`src/design/jpdt_pkg.sv`:
```
`timescale 1ns / 1ps
// ----------------------------------------------------------------------------
// jpdt_pkg: shared types and constants
// Constants, register indexes and the records that travel through the
// joint PD torque block.
// ----------------------------------------------------------------------------
package jpdt_pkg;

  localparam int MAX_JOINTS_DEF = 32;
  localparam int CMD_SLOTS      = 29;
  localparam int QUEUE_DEPTH    = 4;
  localparam int DIV_STEPS      = 32;

  localparam logic [7:0]  SERVO_MODE = 8'h01;
  localparam logic [29:0] NS_PER_S   = 30'd1000000000;

  localparam logic [5:0]  JOINT_COUNT_RST  = 6'd0;
  localparam logic [31:0] HOLD_STIFF_RST   = 32'd6553600;  // 100.0 in Q16.16
  localparam logic [31:0] HOLD_DAMP_RST    = 32'd655360;   // 10.0 in Q16.16
  localparam logic [31:0] MIN_INTERVAL_RST = 32'd1000;

  typedef enum logic [1:0] {
    REG_JOINT_COUNT  = 2'd0,
    REG_HOLD_STIFF   = 2'd1,
    REG_HOLD_DAMP    = 2'd2,
    REG_MIN_INTERVAL = 2'd3
  } reg_idx_t;

  typedef struct packed {
    logic [5:0]  joint_count;
    logic [31:0] hold_stiffness;
    logic [31:0] hold_damping;
    logic [31:0] min_interval_ns;
  } cfg_t;

  // Work common to every back-end stage.
  typedef struct packed {
    logic        jv;        // joint accepted
    logic        neg;       // position change is negative
    logic [31:0] interval;  // divisor, never zero
    logic [32:0] diff_a;    // signed position error
    logic [31:0] gain_a;    // position gain
    logic [31:0] gain_b;    // damping gain
    logic [31:0] dq;        // signed target velocity (zero in hold)
    logic [31:0] ff;        // signed feedforward (zero in hold)
  } ctl_t;

  typedef struct packed {
    ctl_t        ctl;
    logic [32:0] mag;       // magnitude of position change, zero if no estimate
  } entry_t;

endpackage

```
`src/design/jpdt_queue.sv`:
```
`timescale 1ns / 1ps
// ----------------------------------------------------------------------------
// jpdt_queue: front-to-back queue
// Short FIFO that lets the intake and the arithmetic pipeline stall apart.
// ----------------------------------------------------------------------------
module jpdt_queue import jpdt_pkg::*; (
  input  logic   clk,
  input  logic   rst_n,
  input  logic   push,
  input  entry_t wdata,
  input  logic   pop,
  output entry_t rdata,
  output logic   full,
  output logic   nonempty
);

  localparam int PW = $clog2(QUEUE_DEPTH);

  entry_t        mem_r [QUEUE_DEPTH];
  logic [PW-1:0] wp_r, rp_r;
  logic [PW:0]   cnt_r;

  assign full     = (cnt_r == (PW+1)'(QUEUE_DEPTH));
  assign nonempty = (cnt_r != '0);
  assign rdata    = mem_r[rp_r];

  always_ff @(posedge clk) begin
    if (push) mem_r[wp_r] <= wdata;
  end

  always_ff @(posedge clk) begin
    if (!rst_n) begin
      wp_r  <= '0;
      rp_r  <= '0;
      cnt_r <= '0;
    end else begin
      if (push) wp_r <= wp_r + 1'b1;
      if (pop)  rp_r <= rp_r + 1'b1;
      if (push && !pop)      cnt_r <= cnt_r + 1'b1;
      else if (pop && !push) cnt_r <= cnt_r - 1'b1;
    end
  end

endmodule

```
`config.mk`:
```
export PLATFORM = sky130hd
export DESIGN_NAME = jpdt_queue
export DESIGN_NICKNAME = d
export VERILOG_FILES = /design/src/design/jpdt_pkg.sv /design/src/design/jpdt_queue.sv
export SDC_FILE = /design/constraint.sdc
export NUM_CORES = 1
export LEC_CHECK = 0
export BUFFER_PORTS_ARGS = -buffer_cell sky130_fd_sc_hd__buf_2
export CORE_ASPECT_RATIO = 0.5
export CORE_MARGIN = 8
export CORE_UTILIZATION = 50
export CTS_BUF_LIST = sky130_fd_sc_hd__clkbuf_4
export DETAILED_ROUTE_END_ITERATION = 10
export HOLD_SLACK_MARGIN = 0.12
export PLACE_DENSITY = 0.72
export REMOVE_ABC_BUFFERS = 1
export SLEW_MARGIN = 40
export SYNTH_ARGS = -nofsm -noshare
export SYNTH_HDL_FRONTEND = slang
export SYNTH_SLANG_ARGS = --single-unit
```
`constraint.sdc`:
```
create_clock -name clk -period 20.7 [get_ports clk]
set_clock_uncertainty 0.1 [all_clocks]
set_input_delay 2.07 -clock clk [delete_from_list [all_inputs] [get_ports clk]]
set_output_delay 2.07 -clock clk [all_outputs]
set_load 0.05 [all_outputs]
```
==> results.sh <==
export IMPL_clkLatencyLatePin_ns=0.93
export IMPL_synthXorXnorAreaFrac_pct=0.1303
export IMPL_synth_fa_ha_area_share_pct=0.2458
export IMPL_cp_required_ns=18.53
export IMPL_synthTopCellsByArea="edfxtp_1 82%, mux4_2 15%, buf_12 1.4%"
export IMPL_ant_nets=0
export IMPL_start_util_pct=50.35
export IMPL_cts_buffers=195
export IMPL_path_cells="buf_12 -> buf_4 -> buf_6 -> mux4_2 -> buf_2"
export IMPL_p_leak_nw=13.25
export IMPL_dieArea_mm2=0.07625
export IMPL_design_area_mm2=0.03922
export IMPL_dp_final_hpwl_um=46520
export IMPL_first_pass_iters=5
export IMPL_tightest_slew_ns=0.9488
export IMPL_synth_enable_flop_cells=912
export IMPL_htree_levels=4
export IMPL_io_buffers=461
export IMPL_grt_first_pass_wirelength_um=104200
export IMPL_dr_total_vias=15590
export IMPL_async_flop_share_pct=0
export IMPL_cpPeakStageDelay_ns=0.63
export IMPL_cap_viol_max_count=0
export IMPL_power_density_mw_per_mm2=104.0
export IMPL_crit_path_end_kind="output pin"
export IMPL_p_int_mw=2.971
export IMPL_outcome="completed"
export IMPL_path_delay_family="buffers and inverters"
export IMPL_synth_compound_gate_area_share_pct=0.03724
export IMPL_ys_ff_latch=921
export IMPL_grt_overflow=0
export IMPL_fmax_mhz=164.6
export IMPL_drc=0
export IMPL_post_cts_setup_buffer_count=0
export IMPL_synth_flop_cell="edfxtp_1"
export IMPL_worst_path_buf_inv=4
export IMPL_finalWirelength_um=72680
export IMPL_cts_tree="built"
export IMPL_fin_crit_ns=6.074
export IMPL_pin_count=462
export IMPL_synth_top_area_share_pct=81.51
export IMPL_synth_mux_area_share_pct=15.34
export IMPL_rows=67
export IMPL_syn_inst=1234
export IMPL_finalSetupTns_ns=0
export IMPL_yosysMostFrequentCell="edfxtp_1"
export IMPL_yosys_top_cells_count="912 x edfxtp_1, 228 x mux4_2, 24 x buf_12"
export IMPL_power_share_clock_pct=31.9
export IMPL_gp_congestion=0.7430
export IMPL_utilization_pct=58.77
export IMPL_finalNonFillerCells=2915
export IMPL_rr_startpoint="wp_r[0]$_SDFFE_PN0P_"
export IMPL_arrival_ns=3.90
export IMPL_clockBufferDepth=3
export IMPL_synth_top_family_by_area="multiplexers"
export IMPL_slowest_stage="buf_6"
export IMPL_grt_pass1_vias=16330
export IMPL_setup_viol=0
export IMPL_worst_setup_path_type="reg2out"
export IMPL_hold_viol=0
export IMPL_nets=2106
export IMPL_area_delta_synth_final_pct=16.73
export IMPL_critical_path_max_fanout=47
export IMPL_synth_top_cell_by_area="edfxtp_1"
export IMPL_ys_seq_area_share_pct=82.05
export IMPL_min_from="cnt_r[2]$_SDFFE_PN0P_"
export IMPL_die_w_um=382.6
export IMPL_seqPwrFrac_pct=53.0
export IMPL_cts_root_buffer="clkbuf_4"
export IMPL_drive_gt1_share_pct=51.16
export IMPL_clk_pin_slew_ns=0.07
export IMPL_cts_sinks=921
export IMPL_rsz0062_at_grt="no"
export IMPL_p_switching_mw=1.109
export IMPL_period_share_pct=29.34
export IMPL_power_frac_comb_pct=15.0
export IMPL_switching_share_pct=27.19
export IMPL_ys_warn_count=0
export IMPL_worst_setup_path_start_kind="flop"
export IMPL_timing_max_slew_rel_slack_pct=36.75
export IMPL_ctsResizeCount=0
export IMPL_drtIter0Drc=1015
export IMPL_maxSlewViolCount=0
export IMPL_hold_class="reg2reg"
export IMPL_post_drt_wl_per_cell_um=24.93
export IMPL_synth_avg_cell_area_um2=27.23
export IMPL_track_usage_pct=18.57
export IMPL_fillers=4849
export IMPL_placed_cell_area_mm2=0.03674
export IMPL_yosys_area_share_simple_pct=0.2756
export IMPL_core_mm2=0.06673
export IMPL_vias_per_cell=5.349
export IMPL_dieHeight_um=199.3
export IMPL_whs_ns=0.4071
export IMPL_grt_max_degree=125
export IMPL_synth_cell_area_mm2=0.03360
export IMPL_holdBufCountCts=0
export IMPL_placedCellCount=2565
export IMPL_ys_types=21
export IMPL_antenna_found_initial=20
export IMPL_ir_drop_mv=0.05341
[sequential cells by signal, indices dropped and copies added, names as in the netlist, named ones only]
| signal | cells |
|---|---|
| mem_r | 912 |
| wp_r | 2 |
| cnt_r | 3 |
| rp_r | 2 |
[path summary, 6_finish.rpt]
check / end / slack, ns / cells past startpoint
worst min-delay path: cnt_r[2]$_SDFFE_PN0P_ / 0.41 / 2
worst min register to register: cnt_r[2]$_SDFFE_PN0P_ / 0.41 / 2
worst max register to register: mem_r[2][34]$_DFFE_PP_ / 17.95 / 5
worst max-delay path: rdata[97] / 14.63 / 5
[cell type report]
class,instances,area (µm²),area share (%)
tap,897,1122,2.862
clock inverter,36,227.7,0.5807
antenna,30,75.07,0.1914
sequential,921,27570,70.31
timing repair buffer,488,2698,6.879
clock buffer,281,2110,5.379
multi-input combinational,258,5396,13.76
inverter,4,15.01,0.03828
[worst register-to-register path, cell delays in order (launching register included)]
cell and delay (ns):
dfxtp_1 0.35, inv_1 0.10, ha_1 0.15, and2_4 0.27, buf_6 0.55, buf_4 0.77
[per-layer routing]
layer  GRT usage [%]  vias up  share of wire, %
li1                -     6777                 -
met1           20.63     8268                36
met2           33.61      424                57
met3           4.471      122               4.1
met4           9.383        0               3.6
met5               0        -                 0
[power by group through the flow]
stage	Sequential [mW]	Combinational (mW)	Clock, mW
2_1_floorplan	2.24	0.439	0
3_3_place_gp	2.21	0.606	0
3_5_place_dp	2.21	0.622	0
4_1_cts	2.17	0.623	1.34
5_1_grt	2.17	0.638	1.43
6_report	2.16	0.613	1.30
[cell families after synthesis]
family	count (synthesis)
and+or+nand+nor	15
muxes	230
xor gates and xnor gates	5
DFF	921
AOI/OAI and AO/OA	2
adders and majority gates	6
buffers and inverters	55
[through the flow]
step / power [mW] / setup slack (ns)
4_1_cts: 4.133 / 14.35
3_5_place_dp: 2.828 / 15.46
6_report: 4.080 / 14.63
5_1_grt: 4.240 / 14.21
2_1_floorplan: 2.684 / 8.060
3_3_place_gp: 2.815 / 14.85
[cells in the final DEF, fill, tap and decap left out, drive strengths merged]
master	count
clkbuf	281
and2	9
buf	488
nand2	1
ha	5
clkinv	27
xor2	3
mux4	228
mux2i	2
xnor2	2
nor2b	2
or3	2
edfxtp	912
clkinvlp	1
nor3b	1
a21boi	1
bufinv	3
inv	9
diode	30
fa	1
dfxtp	9
o21ai	1
Note: power is estimated with default switching activity, not from simulation.
