--- config.mk ---
export PLATFORM = sky130hd
export DESIGN_NAME = jpdt_front
export DESIGN_NICKNAME = d
export VERILOG_FILES = /design/src/design/jpdt_pkg.sv /design/src/design/jpdt_front.sv
export SDC_FILE = /design/constraint.sdc
export NUM_CORES = 2
export LEC_CHECK = 0
export BUFFER_PORTS_ARGS = -buffer_cell sky130_fd_sc_hd__buf_4
export CAP_MARGIN = 25
export CORE_UTILIZATION = 66
export CTS_CLUSTER_DIAMETER = 200
export DETAILED_ROUTE_END_ITERATION = 8
export GPL_ROUTABILITY_DRIVEN = 0
export MAX_ROUTING_LAYER = met4
export PLACE_DENSITY = 0.88
export SETUP_SLACK_MARGIN = 0.3
export SYNTH_ARGS = -nofsm -noshare
export SYNTH_HDL_FRONTEND = slang
export SYNTH_SLANG_ARGS = --single-unit
--- constraint.sdc ---
create_clock -name clk -period 14 [get_ports clk]
set_input_delay 1.4 -clock clk [delete_from_list [all_inputs] [get_ports clk]]
set_output_delay 1.4 -clock clk [all_outputs]
set_load 0.01 [all_outputs]
--- src/design/jpdt_pkg.sv ---
`timescale 1ns / 1ps
// ----------------------------------------------------------------------------
// jpdt_pkg: shared types and constants
// Constants, register indexes and the records that travel through the
// joint PD torque block.
// ----------------------------------------------------------------------------
package jpdt_pkg;

  localparam int MAX_JOINTS_DEF = 32;
  localparam int CMD_SLOTS      = 29;
  localparam int QUEUE_DEPTH    = 4;
  localparam int DIV_STEPS      = 32;

  localparam logic [7:0]  SERVO_MODE = 8'h01;
  localparam logic [29:0] NS_PER_S   = 30'd1000000000;

  localparam logic [5:0]  JOINT_COUNT_RST  = 6'd0;
  localparam logic [31:0] HOLD_STIFF_RST   = 32'd6553600;  // 100.0 in Q16.16
  localparam logic [31:0] HOLD_DAMP_RST    = 32'd655360;   // 10.0 in Q16.16
  localparam logic [31:0] MIN_INTERVAL_RST = 32'd1000;

  typedef enum logic [1:0] {
    REG_JOINT_COUNT  = 2'd0,
    REG_HOLD_STIFF   = 2'd1,
    REG_HOLD_DAMP    = 2'd2,
    REG_MIN_INTERVAL = 2'd3
  } reg_idx_t;

  typedef struct packed {
    logic [5:0]  joint_count;
    logic [31:0] hold_stiffness;
    logic [31:0] hold_damping;
    logic [31:0] min_interval_ns;
  } cfg_t;

  // Work common to every back-end stage.
  typedef struct packed {
    logic        jv;        // joint accepted
    logic        neg;       // position change is negative
    logic [31:0] interval;  // divisor, never zero
    logic [32:0] diff_a;    // signed position error
    logic [31:0] gain_a;    // position gain
    logic [31:0] gain_b;    // damping gain
    logic [31:0] dq;        // signed target velocity (zero in hold)
    logic [31:0] ff;        // signed feedforward (zero in hold)
  } ctl_t;

  typedef struct packed {
    ctl_t        ctl;
    logic [32:0] mag;       // magnitude of position change, zero if no estimate
  } entry_t;

endpackage

--- src/design/jpdt_front.sv ---
`timescale 1ns / 1ps
// ----------------------------------------------------------------------------
// jpdt_front: sample intake and classification
// Checks the joint, reads and updates per-joint state, and selects the
// servo or hold operands for the back end.
// ----------------------------------------------------------------------------
module jpdt_front import jpdt_pkg::*; #(
  parameter int MAX_JOINTS = MAX_JOINTS_DEF
) (
  input  logic        clk,
  input  logic        rst_n,
  input  logic        accept,
  input  logic [4:0]  joint_index,
  input  logic [31:0] measured_position,
  input  logic [31:0] interval_ns,
  input  logic [7:0]  command_mode,
  input  logic [31:0] target_position,
  input  logic [31:0] target_velocity,
  input  logic [31:0] feedforward_torque,
  input  logic [31:0] stiffness_gain,
  input  logic [31:0] damping_gain,
  input  cfg_t        cfg,
  output entry_t      entry
);

  localparam int DEPTH = (MAX_JOINTS < CMD_SLOTS) ? MAX_JOINTS : CMD_SLOTS;
  localparam int AW    = (DEPTH > 1) ? $clog2(DEPTH) : 1;

  logic [DEPTH-1:0] seen_r;
  logic [31:0]      hold_r [DEPTH];
  logic [31:0]      prev_r [DEPTH];

  logic [AW-1:0] addr;
  logic          jv, seen, servo, vel_en;
  logic [31:0]   prev, hold_eff;
  logic [32:0]   diff, pos_x;

  assign addr  = joint_index[AW-1:0];
  assign jv    = ({1'b0, joint_index} < cfg.joint_count) &&
                 ({27'd0, joint_index} < 32'(DEPTH));
  assign seen  = jv && seen_r[addr];
  assign prev  = prev_r[addr];
  assign servo = (command_mode == SERVO_MODE);
  assign pos_x = {measured_position[31], measured_position};
  // On an idle first visit the captured position is the current sample.
  assign hold_eff = seen_r[addr] ? hold_r[addr] : measured_position;
  assign vel_en   = seen && (interval_ns > cfg.min_interval_ns) && (interval_ns != 32'd0);
  assign diff     = pos_x - {prev[31], prev};

  always_comb begin
    entry.mag          = !vel_en ? 33'd0 : (diff[32] ? 33'd0 - diff : diff);
    entry.ctl.jv       = jv;
    entry.ctl.neg      = diff[32];
    entry.ctl.interval = vel_en ? interval_ns : 32'd1;
    if (servo) begin
      entry.ctl.diff_a = {target_position[31], target_position} - pos_x;
      entry.ctl.gain_a = stiffness_gain;
      entry.ctl.gain_b = damping_gain;
      entry.ctl.dq     = target_velocity;
      entry.ctl.ff     = feedforward_torque;
    end else begin
      entry.ctl.diff_a = {hold_eff[31], hold_eff} - pos_x;
      entry.ctl.gain_a = cfg.hold_stiffness;
      entry.ctl.gain_b = cfg.hold_damping;
      entry.ctl.dq     = 32'd0;
      entry.ctl.ff     = 32'd0;
    end
  end

  always_ff @(posedge clk) begin
    if (!rst_n) begin
      seen_r <= '0;
      for (int i = 0; i < DEPTH; i++) hold_r[i] <= 32'd0;
    end else if (accept && jv) begin
      seen_r[addr] <= 1'b1;
      if (!seen_r[addr] && !servo) hold_r[addr] <= measured_position;
    end
  end

  always_ff @(posedge clk) begin
    if (accept && jv) prev_r[addr] <= measured_position;
  end

endmodule

==> results of run 1 <==
-- per-stage QoR --
stage               hold slack [ns]  area (µm²)
floorplan                     0.435       87700
global placement              0.441       94000
detailed placement            0.461       94100
CTS                           0.483       99900
global route                  0.495      100000
-- metal layers --
metal and track usage (%):
met3 22.1, met1 54.5, met5 -, met2 66.6, met4 33.0
-- cells by family after synthesis --
kind of cell	after synthesis
compound gates	644
mux	491
xor+xnor	65
simple gates	1664
flops	1981
fa+ha+maj	104
other cells	1
buf+inv	640
==> impl_results.md, run 1 <==
* CTS max path bufs at 3
* Sequential fraction of the synthesis area at 67.7%
* Vias in the first global route at 61700
* CTS sink cnt at 1981
* Synth top area cells: edfxtp_1, mux4_2, nor3_1
* Fail Step: detailed routing (5_2_route)
* Synth Area per Inst at 15.6 µm²
* Count leader, synth: edfxtp_1
* # rows at 133
* Tool error: [ERROR DRT-0255] Maze Route cannot find path of net measured_position[21] in worker of routeBox ( 338100 96600 ) ( 365870 144900 ).
* Synth Cell Area at 87400 µm²
* Post-synth EDFFs at 1952
* Top post-synthesis cells by count: edfxtp_1, nor3_1, mux4_2, clkbuf_1, nand2_1
* Post-synthesis simple-gate area fraction at 9.46%
* Starting Density at 66.5%
* Adder-cell share of the synthesized area at 1.51%
* Grt ovf at 0
* Post CTS Setup Buffer Count at 0
* I/O Buffers at 569
* Compound-cell area share of the yosys netlist at 5.26%
* Largest net degree at the start of global routing at 162
* # IOs at 570
* Post-synth top area share at 67.1%
* Largest family of logic cells by synthesized area: multiplexers
* Placed cell count at 7614
* Status: stopped before the end
* Clock buffer count from CTS at 185
* Mux contribution to synthesized area at 12.6%
* Async SR Flop Fraction at 0%
* Die X at 366 µm
* Post-synth top flop: edfxtp_1
* First-pass GRT wire length at 436000 µm
* # hold bufs at CTS at 0
* Post-Syn Instances at 5590
* Yosys Warn Count at 0
* Yosys reg bits at 1981
* Initial antenna violation count at 31
* DIE HEIGHT at 366 µm
* H-Tree Depth at 4
* Final HPWL DP at 173000 µm
* Root Buffer: clkbuf_16
* Area leader, netlist: edfxtp_1
* CTS resizes at 0
* Post-synthesis cell type count at 88
* Post-place setup slack at 3.72 ns
* Post-synthesis xor/xnor area fraction at 0.651%
* Gr usage total at 47.6%
==> run 2: changes to the inputs <==
--- a/config.mk
+++ b/config.mk
@@ -7,13 +7,10 @@
 export LEC_CHECK = 0
 export BUFFER_PORTS_ARGS = -buffer_cell sky130_fd_sc_hd__buf_4
 export CAP_MARGIN = 25
-export CORE_UTILIZATION = 66
-export CTS_CLUSTER_DIAMETER = 200
+export CORE_UTILIZATION = 40
 export DETAILED_ROUTE_END_ITERATION = 8
 export GPL_ROUTABILITY_DRIVEN = 0
-export MAX_ROUTING_LAYER = met4
-export PLACE_DENSITY = 0.88
-export SETUP_SLACK_MARGIN = 0.3
+export PLACE_DENSITY_LB_ADDON = 0.15
 export SYNTH_ARGS = -nofsm -noshare
 export SYNTH_HDL_FRONTEND = slang
 export SYNTH_SLANG_ARGS = --single-unit
==> run 2 against run 1 <==
Synthesized cell count did not move. Global-route usage down 20 points. Synthesized area unchanged. The flow now finishes without violations.
==> impl_results.md, run 2 <==
* Final HPWL DP at 177000 µm
* Sequential fraction of the synthesis area at 67.7%
* DIE HEIGHT at 469 µm
* Leakage at 0.0337 µW
* Post-Syn Instances at 5590
* FMAX at 103 MHz
* Yosys Warn Count at 0
* Post-synthesis cell type count at 88
* Relative slew slack at 26.9%
* Vias in the first global route at 55600
* Starting Density at 40.2%
* Pwr dens at 133 nW/µm²
* Largest register FFs at 1024
* Critical path data required time at 12.60 ns
* Placed cell count at 8727
* Grt ovf at 0
* P_int at 10200 µW
* TNS Setup at 0 ns
* Clock buffer count from CTS at 203
* Hold Crit Class: reg -> reg
* # IOs at 570
* Area of the multi-input gates at 26800 µm²
* Most frequent cells in the layout: edfxtp_1, nor3_1, buf_4
* Post-layout min period at 9.70 ns
* Top reg by flops: hold_r
* Initial antenna violation count at 12
* Synth top area cells: edfxtp_1, mux4_2, nor3_1
* DRC Markers at 0
* Post-synth top area share at 67.1%
* H-Tree Depth at 4
* Fillcell total at 18800
* Clock group share of total power at 39.4%
* Setup Viol. Count Final at 0
* Post-synth top flop: edfxtp_1
* Root Buffer: clkbuf_16
* Layout cells sized above 1 at 25.6%
* Final WL at 302000 µm
* Status: finished clean
* First-pass GRT wire length at 427000 µm
* P&R area growth vs syn at 17.2%
* Worst-path clk slew at 0.06 ns
* Gr usage total at 27.1%
* # hold bufs at CTS at 0
* Util after Layout at 47.1%
* Combinational power share at 10.9%
* Worst-Margin Slew at 1.10 ns
* Starting DRC count in detailed routing at 6725
* CTS sink cnt at 1981
* Crit path kind: in -> out
* Final worst slack at 4.30 ns
* Worst reg-to-reg path cell count at 10
* Arr. time, crit path at 8.30 ns
* First-pass iteration count of the detailed router at 6
* Largest net degree at the start of global routing at 131
* Synth Cell Area at 87400 µm²
* DP Area at 95800 µm²
* Post-place setup slack at 4.40 ns
* Async SR Flop Fraction at 0%
* Non-Filler Instances at 9115
* Skew-Pair Late Insertion Delay at 0.86 ns
* Count leader, synth: edfxtp_1
* Post-route cell area at 102000 µm²
* Nets at 6527
* Max Cap Viol at 0
* Hold Path Origin: seen_r[7]$_SDFFE_PN0P_
* Vias post-DR at 56200
* # rows at 171
* CTS max path bufs at 3
* Period utilisation layout at 69.3%
* Switching Fraction at 24.9%
* Avg Vias per Cell at 6.16
* CP Max Fanout at 107
* CP endpoint kind: output pin
* DR WL/cell at 33.2 µm
* Slew Viols, Final at 0
* Post-synth EDFFs at 1952
* TritonCTS clock tree: built
* CP Launch Type: input port
* Yosys reg bits at 1981
* Die X at 469 µm
* Seq pwr share at 49.6%
* RSZ-0062 raised after global routing: false
* Area leader, netlist: edfxtp_1
* Antenna Nets Post-Route at 0
* Post CTS Setup Buffer Count at 0
* Core ar. at 217000 µm²
* DIE AREA at 220000 µm²
* I/O Buffers at 569
* Peak supply drop at 134 µV
* Psw at 3390 µW
* Top post-synthesis cells by count: edfxtp_1, nor3_1, mux4_2, clkbuf_1, nand2_1
* Register area at 59200 µm²
* Hold path depth at 1
* CP startpoint: joint_index[1]
* Most common cell after layout, fill and taps aside: edfxtp_1
* Hold Vio Cnt, Final at 0
* Reg-to-reg startpoint: seen_r[23]$_SDFFE_PN0P_
* CTS resizes at 0
* Clock Skews at 0.0494 ns
* Synth Area per Inst at 15.6 µm²
* Biggest regs: hold_r (1024), prev_r (928), seen_r (29)
## run 2: final timing paths
kind	end	slack, ns
max	entry[191]	4.30
min	seen_r[7]$_SDFFE_PN0P_	0.46
max reg2reg	hold_r[5][6]$_SDFFCE_PN0P_	8.06
min reg2reg	seen_r[7]$_SDFFE_PN0P_	0.46
## run 2: per-stage QoR
step / power [µW] / hold slack, ns
final: 13600 / 0.462
after global routing: 14000 / 0.478
after CTS: 13700 / 0.463
after detailed placement: 8370 / 0.448
after global placement: 8350 / 0.442
after floorplan: 7710 / 0.435
## run 2: layer usage
metal / global-route usage (%) / wire, µm / part of all wire (%)
met2: 43.5 / 144000 / 48
met3: 4.54 / 23500 / 7.8
met4: 8.69 / 9910 / 3.3
met1: 37.7 / 125000 / 41
met5: 0 / 13 / 0.0043
## run 2: kinds of logic after synthesis
group | after synthesis | synth area share, %
xor gates and xnor gates | 65 | 0.651
muxes | 491 | 12.6
AOI/OAI and AO/OA | 644 | 5.26
buffers and inverters | 640 | 2.78
other | 1 | 0.00429
and+or+nand+nor | 1664 | 9.46
adders and majority gates | 104 | 1.51
DFF | 1981 | 67.7
## run 2: layout make-up
class | instances | share of cell area (%)
Sequential cell | 1981 | 57.8
Multi-Input combinational cell | 3064 | 26.2
Timing Repair Buffer | 736 | 5.76
Clock buffer | 249 | 5.13
Tap cell | 2854 | 3.49
Clock inverter | 129 | 1.25
Inverter | 95 | 0.348
Antenna cell | 7 | 0.0171
## run 2: worst max-delay path, cell delays in order
cell and delay (ns):
buf_8 0.30, buf_12 0.52, buf_12 0.60, mux4_2 0.41, a22o_1 0.25, a221oi_1 0.50, nand4_1 0.21, o21ai_0 0.37
a21oi_1 0.16, ha_1 0.36, o21ai_0 0.21, a21boi_0 0.53, o2111ai_1 0.28, nand3_1 0.19, o211ai_1 0.22, o31ai_1 0.79
o211ai_1 0.19, a211o_1 0.29, o211ai_1 0.14, buf_4 0.19
## run 2: power by group through the flow
stage               clock [µW]  sequential [µW]  combinational [µW]
floorplan                    0             6870                 839
global placement             0             6880                1470
detailed placement           0             6890                1480
CTS                       5440             6760                1480
global route              5660             6780                1570
finish                    5370             6760                1490
(Power assumes the default switching activity.)
