<file path="src/design/jpdt_pkg.sv">
`timescale 1ns / 1ps
// ----------------------------------------------------------------------------
// jpdt_pkg: shared types and constants
// Constants, register indexes and the records that travel through the
// joint PD torque block.
// ----------------------------------------------------------------------------
package jpdt_pkg;

  localparam int MAX_JOINTS_DEF = 32;
  localparam int CMD_SLOTS      = 29;
  localparam int QUEUE_DEPTH    = 4;
  localparam int DIV_STEPS      = 32;

  localparam logic [7:0]  SERVO_MODE = 8'h01;
  localparam logic [29:0] NS_PER_S   = 30'd1000000000;

  localparam logic [5:0]  JOINT_COUNT_RST  = 6'd0;
  localparam logic [31:0] HOLD_STIFF_RST   = 32'd6553600;  // 100.0 in Q16.16
  localparam logic [31:0] HOLD_DAMP_RST    = 32'd655360;   // 10.0 in Q16.16
  localparam logic [31:0] MIN_INTERVAL_RST = 32'd1000;

  typedef enum logic [1:0] {
    REG_JOINT_COUNT  = 2'd0,
    REG_HOLD_STIFF   = 2'd1,
    REG_HOLD_DAMP    = 2'd2,
    REG_MIN_INTERVAL = 2'd3
  } reg_idx_t;

  typedef struct packed {
    logic [5:0]  joint_count;
    logic [31:0] hold_stiffness;
    logic [31:0] hold_damping;
    logic [31:0] min_interval_ns;
  } cfg_t;

  // Work common to every back-end stage.
  typedef struct packed {
    logic        jv;        // joint accepted
    logic        neg;       // position change is negative
    logic [31:0] interval;  // divisor, never zero
    logic [32:0] diff_a;    // signed position error
    logic [31:0] gain_a;    // position gain
    logic [31:0] gain_b;    // damping gain
    logic [31:0] dq;        // signed target velocity (zero in hold)
    logic [31:0] ff;        // signed feedforward (zero in hold)
  } ctl_t;

  typedef struct packed {
    ctl_t        ctl;
    logic [32:0] mag;       // magnitude of position change, zero if no estimate
  } entry_t;

endpackage

</file>
<file path="src/design/jpdt_regs.sv">
`timescale 1ns / 1ps
// ----------------------------------------------------------------------------
// jpdt_regs: configuration registers
// APB-style register file holding the joint count, hold gains and the
// minimum interval.
// ----------------------------------------------------------------------------
module jpdt_regs import jpdt_pkg::*; (
  input  logic        clk,
  input  logic        rst_n,
  input  logic        cfg_psel,
  input  logic        cfg_penable,
  input  logic        cfg_pwrite,
  input  logic [3:0]  cfg_paddr,
  input  logic [31:0] cfg_pwdata,
  output logic [31:0] cfg_prdata,
  output logic        cfg_pready,
  output cfg_t        cfg
);

  cfg_t     cfg_r;
  reg_idx_t idx;
  logic     wr_en;

  assign idx        = reg_idx_t'(cfg_paddr[3:2]);
  assign cfg_pready = 1'b1;
  assign wr_en      = cfg_psel && cfg_penable && cfg_pwrite;
  assign cfg        = cfg_r;

  always_ff @(posedge clk) begin
    if (!rst_n) begin
      cfg_r.joint_count     <= JOINT_COUNT_RST;
      cfg_r.hold_stiffness  <= HOLD_STIFF_RST;
      cfg_r.hold_damping    <= HOLD_DAMP_RST;
      cfg_r.min_interval_ns <= MIN_INTERVAL_RST;
    end else if (wr_en) begin
      unique case (idx)
        REG_JOINT_COUNT:  cfg_r.joint_count     <= cfg_pwdata[5:0];
        REG_HOLD_STIFF:   cfg_r.hold_stiffness  <= cfg_pwdata;
        REG_HOLD_DAMP:    cfg_r.hold_damping    <= cfg_pwdata;
        REG_MIN_INTERVAL: cfg_r.min_interval_ns <= cfg_pwdata;
        default: ;
      endcase
    end
  end

  always_comb begin
    unique case (idx)
      REG_JOINT_COUNT:  cfg_prdata = {26'd0, cfg_r.joint_count};
      REG_HOLD_STIFF:   cfg_prdata = cfg_r.hold_stiffness;
      REG_HOLD_DAMP:    cfg_prdata = cfg_r.hold_damping;
      REG_MIN_INTERVAL: cfg_prdata = cfg_r.min_interval_ns;
      default:          cfg_prdata = 32'd0;
    endcase
  end

endmodule

</file>
<file path="config.mk">
export PLATFORM = sky130hd
export DESIGN_NAME = jpdt_regs
export DESIGN_NICKNAME = d
export VERILOG_FILES = /design/src/design/jpdt_pkg.sv /design/src/design/jpdt_regs.sv
export SDC_FILE = /design/constraint.sdc
export NUM_CORES = 1
export LEC_CHECK = 0
export BUFFER_PORTS_ARGS = -buffer_cell sky130_fd_sc_hd__buf_2
export CORE_MARGIN = 5
export CORE_UTILIZATION = 49
export CTS_CLUSTER_SIZE = 24
export DETAILED_ROUTE_END_ITERATION = 16
export PLACE_DENSITY = 0.8
export SLEW_MARGIN = 20
export SYNTH_ARGS = -nofsm -noshare
export SYNTH_HDL_FRONTEND = slang
export SYNTH_SLANG_ARGS = --single-unit
export TNS_END_PERCENT = 100
</file>
<file path="constraint.sdc">
create_clock -name clk -period 1.04 [get_ports clk]
set_input_delay 0 -clock clk [delete_from_list [all_inputs] [get_ports clk]]
set_output_delay 0 -clock clk [all_outputs]
set_load 0.005 [all_outputs]
</file>
==> results of run 1 <==
==> critical path, cell delays in order (launching register included) <==
cell and delay [ns]:
dfxtp_2 0.34, mux4_2 0.47, buf_2 0.15
==> cell usage after synthesis, drive strengths merged <==
library cell	count	area share
mux4	6	0.030
mux2i	91	0.20
nand3	4	0.0055
and3	1	0.0014
nor2	2	0.0017
o211ai	9	0.015
and2	1	0.0014
dfxtp	102	0.45
conb	1	0.00083
mux2	26	0.065
o311ai	2	0.0039
inv	12	0.0099
clkbuf	15	0.012
nand4	1	0.0014
buf	25	0.038
o21ai	8	0.0088
nor2b	1	0.0014
nand2	124	0.10
a22o	26	0.050
==> repair_timing <==
item / 4_1_cts / 5_1_grt
buffers inserted: 52 / 5
hold buffers: 33 / 0
hold endpoints to repair: 101 / 0
resized for setup: 81 / 7
endpoints found under the setup margin: 32 / 32
pin swaps: 4 / 4
==> final cells by class <==
class / instances / area (um^2)
timing repair buffer: 292 / 1950
fill: 622 / 2320
multi-input combinational: 303 / 2310
clock inverter: 5 / 100
sequential: 102 / 2130
inverter: 12 / 45.0
tap: 111 / 139
clock buffer: 9 / 124
==> routing by layer <==
| metal | up-vias | part of all wire | GRT usage |
|---|---|---|---|
| met2 | 213 | 0.53 | 0.495 |
| met4 | 0 | 0.022 | 0.109 |
| li1 | 2101 | - | - |
| met5 | - | 0 | 0 |
| met1 | 2136 | 0.37 | 0.287 |
| met3 | 29 | 0.072 | 0.0498 |
==> power by group through the flow <==
| stage | Combinational [mW] | Clock [mW] | Sequential (mW) |
|---|---|---|---|
| CTS | 0.895 | 2.87 | 4.00 |
| detailed placement | 0.719 | 0 | 4.09 |
| finish | 0.917 | 2.85 | 4.00 |
| global placement | 0.700 | 0 | 4.09 |
| global route | 0.987 | 3.06 | 4.01 |
| floorplan | 0.391 | 0 | 4.09 |
==> cells by family after synthesis <==
group           Yosys count  share of synthesized area
compound gates           45                     0.0778
buf+inv                  52                     0.0604
mux                     123                      0.295
flops                   102                      0.450
other cells               1                   0.000827
simple gates            134                      0.115
==> stage by stage <==
stage	hold WS [ns]	setup WS [ns]	utilization	cell area (um^2)
detailed placement	0.279	-0.0767	0.620	5640
global placement	0.267	-0.0314	0.620	5640
global route	0.00653	-0.306	0.745	6790
floorplan	0.162	0.0825	-	4530
CTS	0.00248	-0.263	0.740	6740
finish	0.0159	-0.261	0.745	6790
==> worst min path at each step <==
stage	start	to	cells past startpoint
floorplan	cfg_pwdata[17]	cfg[17]$_SDFFE_PN0P_	2
detailed placement	cfg_pwdata[18]	cfg[82]$_SDFFE_PN1P_	3
finish	rst_n	cfg[68]$_SDFFE_PN0P_	3
global placement	cfg_pwdata[21]	cfg[85]$_SDFFE_PN1P_	3
CTS	rst_n	cfg[68]$_SDFFE_PN0P_	3
global route	rst_n	cfg[68]$_SDFFE_PN0P_	3
==> results.cfg, run 1 <==
[drt]
dr.pass1.iters = 4
drtIter0Drc = 234
wl_mm = 15.0
final_antenna_net_count = 0
via_per_inst = 5.37
route.detailed.drc = 0
wl_per_cell_um = 17.9
vias = 4479

[finish]
drive_gt1_frac = 0.520
final_cells = 834
fin_nets = 761
diodes = 0
syn2layout_area_growth_pct = 49.7
largest_reg_flops = 102
final_cell_mix = 171 x buf_2, 124 x nand2_1, 91 x mux2i_1, 80 x buf_4, 67 x dfxtp_2
final_common_cell = buf_2

[setup_path]
r2r_end = cfg[59]$_SDFFE_PN0P_
critical_path_class = reg2out
cp_data_required_time_ns = 1.04
rr_startpoint = cfg[59]$_SDFFE_PN0P_
worst-r2r-setup-slack_ns = 0.21
reg2reg_depth = 4
crit_end = cfg_prdata[1]
crit_start = cfg[1]$_SDFFE_PN0P_
critPathLaunchType = flip-flop
critPathMaxFanout = 2
endpoint_kind = primary output
arrival_ns = 1.30

[power_and_ir_drop]
sequentialPowerShare = 0.515
clkPwrFrac = 0.367
peakVddDrop_v = 0.000738
p_leak_nw = 3.46
p_int_mw = 5.99
pwr_density_cell_nw_per_um2 = 1140
power.switching_mw = 1.78
switching_share = 0.229
fin_total_pwr_mw = 7.77
power_frac_comb = 0.118

[placement]
place_inst = 730
port_buffers = 172
dp_hpwl_mm = 9.26
gp_congestion = 0.807

[cts]
root_buffer = clkbuf_8
cts.sinks = 102
clkTransAtPathRegs_ns = 0.09
cts_tree = built
htreeDepth = 3
numCtsBuffers = 9
clockBufferDepth = 2
clk_latency_ns = 0.35

[floorplan]
dieArea_um2 = 11300
die_h_um = 106
initial_core_util = 0.498
fp.dieW_um = 106
placementRows = 35
ios = 176
coreArea_um2 = 9110

[synthesis]
syn_nets = 498
synth_area_um2 = 4530
synth-seq-cells = 102
synthCells = 457
yosysWarnings = 0
synth.distinct_cells = 24
ys_seq_area_frac = 0.450
syn-mean-instance-area_um2 = 9.92

[timing]
fin_crit_sh = 1.25
finalSetupViolations = 32
fin_crit_ns = 1.30
tns_ns = -6.76
max_freq_mhz = 769
drv_slew = 0
hold_viol = 0
finClkSkew_ns = 0
rsz0062_at_grt = true
fin_ws_ns = -0.261

[global_routing]
grt_max_degree = 48
antenna_found_initial = 0
grt_pass1_vias = 4761
grt_use_total = 0.264
grt_overflow = 0
grt_pass1_wl_mm = 23.8

[run_status]
status = finished with violations
failed_checks = setup timing

[flow_run]
cap_violations = 0

[hold_path]
hold_path_class = in2reg
No activity file was read; power rests on OpenSTA's default activity.
==> run 2: changes to the inputs <==
- clock period: 1.04 -> 1.2 ns (I/O delays scaled with it)
==> results.cfg, run 2 (same netlist as run 1, synthesis figures left out) <==
[finish]
post-route-util = 0.745
largest_reg_flops = 102
drive_gt1_frac = 0.523
final_cells = 831
fin_area_um2 = 6780
syn2layout_area_growth_pct = 49.6
final_cell_mix = 170 x buf_2, 124 x nand2_1, 91 x mux2i_1, 73 x buf_4, 71 x dfxtp_2
final_common_cell = buf_2
fin_nets = 755

[setup_path]
cp_data_required_time_ns = 1.20
critPathMaxFanout = 3
crit_chain = mux4_2 > buf_2
r2r_end = cfg[5]$_SDFFE_PN1P_
critPathSlowestCell = mux4_2
endpoint_kind = primary output
critPathLaunchType = flip-flop
critical_path_class = reg2out
rr_startpoint = cfg[5]$_SDFFE_PN1P_
reg2reg_depth = 4
arrival_ns = 1.32
slowest_delay_ns = 0.47
worst-r2r-setup-slack_ns = 0.33

[timing]
fin_crit_ns = 1.32
hold_viol = 0
max_freq_mhz = 757
fin_ws_ns = -0.121
rsz0062_at_grt = true
drv_slew = 0
fin_crit_sh = 1.10
finClkSkew_ns = 0
finalSetupViolations = 32
tns_ns = -1.88

[placement]
port_buffers = 172
dp_hpwl_mm = 8.92
gp_congestion = 0.817
place_inst = 718
dpl-instance-area_um2 = 5570

[cts]
clockBufferDepth = 2
root_buffer = clkbuf_8
htreeDepth = 3
numCtsBuffers = 9
clkTransAtPathRegs_ns = 0.09
clk_latency_ns = 0.35
cts_tree = built
cts.sinks = 102

[floorplan]
fp.dieW_um = 106
coreArea_um2 = 9110
ios = 176
initial_core_util = 0.498
placementRows = 35
die_h_um = 106
dieArea_um2 = 11300

[hold_path]
holdPathStages = 3
min-delay-start = cfg_paddr[2]
hold_path_class = in2reg
hold_end = cfg[49]$_SDFFE_PN1P_

[global_routing]
grt_max_degree = 64
grt_pass1_vias = 4655
grt_overflow = 0
grt_pass1_wl_mm = 23.5
grt_use_total = 0.261
antenna_found_initial = 1

[power_and_ir_drop]
pwr_density_cell_nw_per_um2 = 987
fin_total_pwr_mw = 6.70
power_frac_comb = 0.117
p_int_mw = 5.07
clkPwrFrac = 0.365
p_leak_nw = 3.44
sequentialPowerShare = 0.518
power.switching_mw = 1.62
switching_share = 0.242
peakVddDrop_v = 0.000685

[drt]
wl_mm = 15.1
wl_per_cell_um = 18.1
final_antenna_net_count = 0
dr.pass1.iters = 5
route.detailed.drc = 0
vias = 4484
via_per_inst = 5.40
drtIter0Drc = 235

[run_status]
status = finished with violations
failed_checks = setup timing

[flow_run]
cap_violations = 0
## run 2: cell types whose count changed in the layout (fill, tap and decap cells not counted), sizes merged
cell	previous run	this run
inv	12	13
clkinvlp	0	2
diode	0	1
clkinv	2	1
clkbuf	9	10
bufinv	3	2
buf	259	253
## run 2: power groups by stage
stage                     Combinational (mW)  Clock [mW]  Sequential, mW
after CTS                              0.755        2.48            3.47
final                                  0.781        2.45            3.47
after global placement                 0.586           0            3.54
after floorplan                        0.338           0            3.54
after detailed placement               0.601           0            3.55
after global routing                   0.841        2.63            3.47
## run 2: timing repair
item / 4_1_cts / 5_1_grt
buffers inserted: 56 / 7
pin swaps: 4 / 4
endpoints found under the hold margin: 102 / 0
endpoints found under the setup margin: 32 / 32
hold buffers: 33 / 0
gates resized for setup: 86 / 9
## run 2: area by class of cell
cell class | instances | area, um^2
inverter | 12 | 45.0
antenna | 1 | 2.50
multi-input combinational | 303 | 2320
timing repair buffer | 286 | 1920
tap | 111 | 139
clock inverter | 6 | 92.6
fill | 631 | 2320
sequential | 102 | 2130
clock buffer | 10 | 138
## run 2: worst max-delay path, delay by kind of cell, from the launching register on
family | cells | cell delay [ns]
flip-flops | 1 | 0.34
multiplexers | 1 | 0.47
buffers and inverters | 1 | 0.16
## run 2: worst max-delay path by stage
stage | startpoint | endpoint | slack [ns]
2_1_floorplan | cfg_paddr[3] | cfg[67]$_SDFFE_PN0P_ | 0.24
3_3_place_gp | cfg_pwrite | cfg[89]$_SDFFE_PN0P_ | 0.06
3_5_place_dp | cfg_pwrite | cfg[91]$_SDFFE_PN0P_ | -0.02
4_1_cts | cfg[3]$_SDFFE_PN1P_ | cfg_prdata[3] | -0.10
5_1_grt | cfg[35]$_SDFFE_PN0P_ | cfg_prdata[3] | -0.15
6_report | cfg[0]$_SDFFE_PN0P_ | cfg_prdata[0] | -0.12
## run 2: layer usage
| layer | wire [um] | share of wire | vias to the layer above | global-route usage |
|---|---|---|---|---|
| met5 | 0 | 0 | - | 0 |
| met4 | 557 | 0.037 | 0 | 0.122 |
| met3 | 991 | 0.066 | 48 | 0.0449 |
| met2 | 7880 | 0.52 | 214 | 0.485 |
| met1 | 5640 | 0.37 | 2139 | 0.287 |
| li1 | - | - | 2083 | - |
## run 2: through the flow
| stage | setup WS [ns] | hold WS, ns |
|---|---|---|
| 2_1_floorplan | 0.243 | 0.162 |
| 3_3_place_gp | 0.0594 | 0.277 |
| 3_5_place_dp | -0.0210 | 0.279 |
| 4_1_cts | -0.102 | 0.161 |
| 5_1_grt | -0.153 | 0.184 |
| 6_report | -0.121 | 0.194 |
==> run 3: changes to the inputs <==
- BUFFER_PORTS_ARGS: -buffer_cell sky130_fd_sc_hd__buf_2 -> -buffer_cell sky130_fd_sc_hd__clkbuf_2
==> results.cfg, run 3 (same netlist as run 1, synthesis figures left out) <==
[placement]
port_buffers = 172
gp_congestion = 0.845
dp_hpwl_mm = 9.34
place_inst = 724

[setup_path]
rr_startpoint = cfg[5]$_SDFFE_PN1P_
crit_start = cfg[1]$_SDFFE_PN0P_
cp_num_cells = 2
arrival_ns = 1.29
cp_num_buf_inv = 1
cp_top_family = multiplexers
critPathMaxFanout = 2
critical_path_class = reg2out
crit_chain = mux4_2 > clkbuf_2
slowest_delay_ns = 0.47
reg2reg_depth = 4
endpoint_kind = primary output
critPathSlowestCell = mux4_2
worst-r2r-setup-slack_ns = 0.34
cp_data_required_time_ns = 1.20
critPathLaunchType = flip-flop

[flow_run]
cap_violations = 0

[timing]
fin_crit_sh = 1.07
fin_ws_ns = -0.0856
tns_ns = -1.16
finClkSkew_ns = 0
max_freq_mhz = 778
whs_ns = 0.0596
hold_viol = 0
finalSetupViolations = 32
drv_slew = 0
fin_crit_ns = 1.29
rsz0062_at_grt = true

[power_and_ir_drop]
p_leak_nw = 3.39
peakVddDrop_v = 0.000557
pwr_density_cell_nw_per_um2 = 940
fin_total_pwr_mw = 6.40

[floorplan]
dieArea_um2 = 11300
coreArea_um2 = 9110
fp.dieW_um = 106
placementRows = 35
initial_core_util = 0.498
die_h_um = 106
ios = 176

[global_routing]
grt_use_total = 0.261
grt_pass1_vias = 4766
grt_max_degree = 42
grt_pass1_wl_mm = 23.7
antenna_found_initial = 0
grt_overflow = 0

[cts]
cts_tree = built
root_buffer = clkbuf_8
clockBufferDepth = 2
htreeDepth = 3
cts.sinks = 102
clk_latency_ns = 0.35
numCtsBuffers = 9
clkTransAtPathRegs_ns = 0.10

[hold_path]
holdPathStages = 2
hold_path_class = in2reg
min-delay-start = rst_n

[drt]
wl_mm = 14.9
vias = 4606
wl_per_cell_um = 17.7
drtIter0Drc = 169
dr.pass1.iters = 5
final_antenna_net_count = 0
route.detailed.drc = 0
via_per_inst = 5.48

[finish]
syn2layout_area_growth_pct = 50.2
seqCellArea_um2 = 2130
drive_gt1_frac = 0.531
fin_nets = 766
final_common_cell = clkbuf_2
diodes = 0
final_cells = 840
final_cell_mix = 166 x clkbuf_2, 124 x nand2_1, 91 x mux2i_1, 85 x buf_4, 73 x dfxtp_2
multi_input_area_um2 = 2310
nFillCells = 610
largest_reg_flops = 102

[run_status]
failed_checks = setup timing
status = finished with violations
==> run 3: power breakdown <==
part	total (mW)	switching, mW	internal (mW)
registers	3.47	0.0333	3.43
logic	0.797	0.395	0.401
clock network	2.14	1.13	1.01
total	6.40	1.55	4.85
==> run 3: final cells by class <==
| type | instances | share of cell area |
|---|---|---|
| Multi-Input combinational cell | 303 | 0.339 |
| Clock buffer | 12 | 0.0213 |
| Clock inverter | 3 | 0.00661 |
| Inverter | 12 | 0.00661 |
| Tap cell | 111 | 0.0204 |
| Sequential cell | 102 | 0.313 |
| Timing Repair Buffer | 297 | 0.293 |
==> run 3: path summary, 6_finish.rpt <==
kind	end
max	cfg_prdata[1]
max reg2reg	cfg[5]$_SDFFE_PN1P_
min reg2reg	cfg[74]$_SDFFE_PN0P_
min	cfg[49]$_SDFFE_PN1P_
==> run 3: routing by layer <==
layer / global-route usage / vias to the layer above / share of wire
li1: - / 2104 / -
met1: 0.286 / 2238 / 0.37
met2: 0.484 / 218 / 0.52
met3: 0.0504 / 46 / 0.068
met4: 0.118 / 0 / 0.035
met5: 0 / - / 0
==> run 3: repair_timing <==
item,in CTS,in global routing
hold endpoints to repair,102,0
setup buffers,64,5
pin swaps,9,9
gates resized for setup,92,7
setup endpoints to repair,32,32
hold buffers,32,0
==> run 3: per-stage QoR <==
step                      worst slack [ns]  utilization  area (um^2)
after floorplan                      0.243            -         4530
after global placement              0.0665        0.616         5610
after detailed placement          -0.00456        0.616         5610
after CTS                          -0.0834        0.743         6770
after global routing                -0.116        0.748         6810
final                              -0.0856        0.748         6810
==> run 3: worst reg2reg max path, cell delays in order (launching register included) <==
cell      delay (ns)
dfxtp_2         0.33
buf_4           0.13
buf_4           0.13
o21ai_1         0.06
o211ai_1        0.10
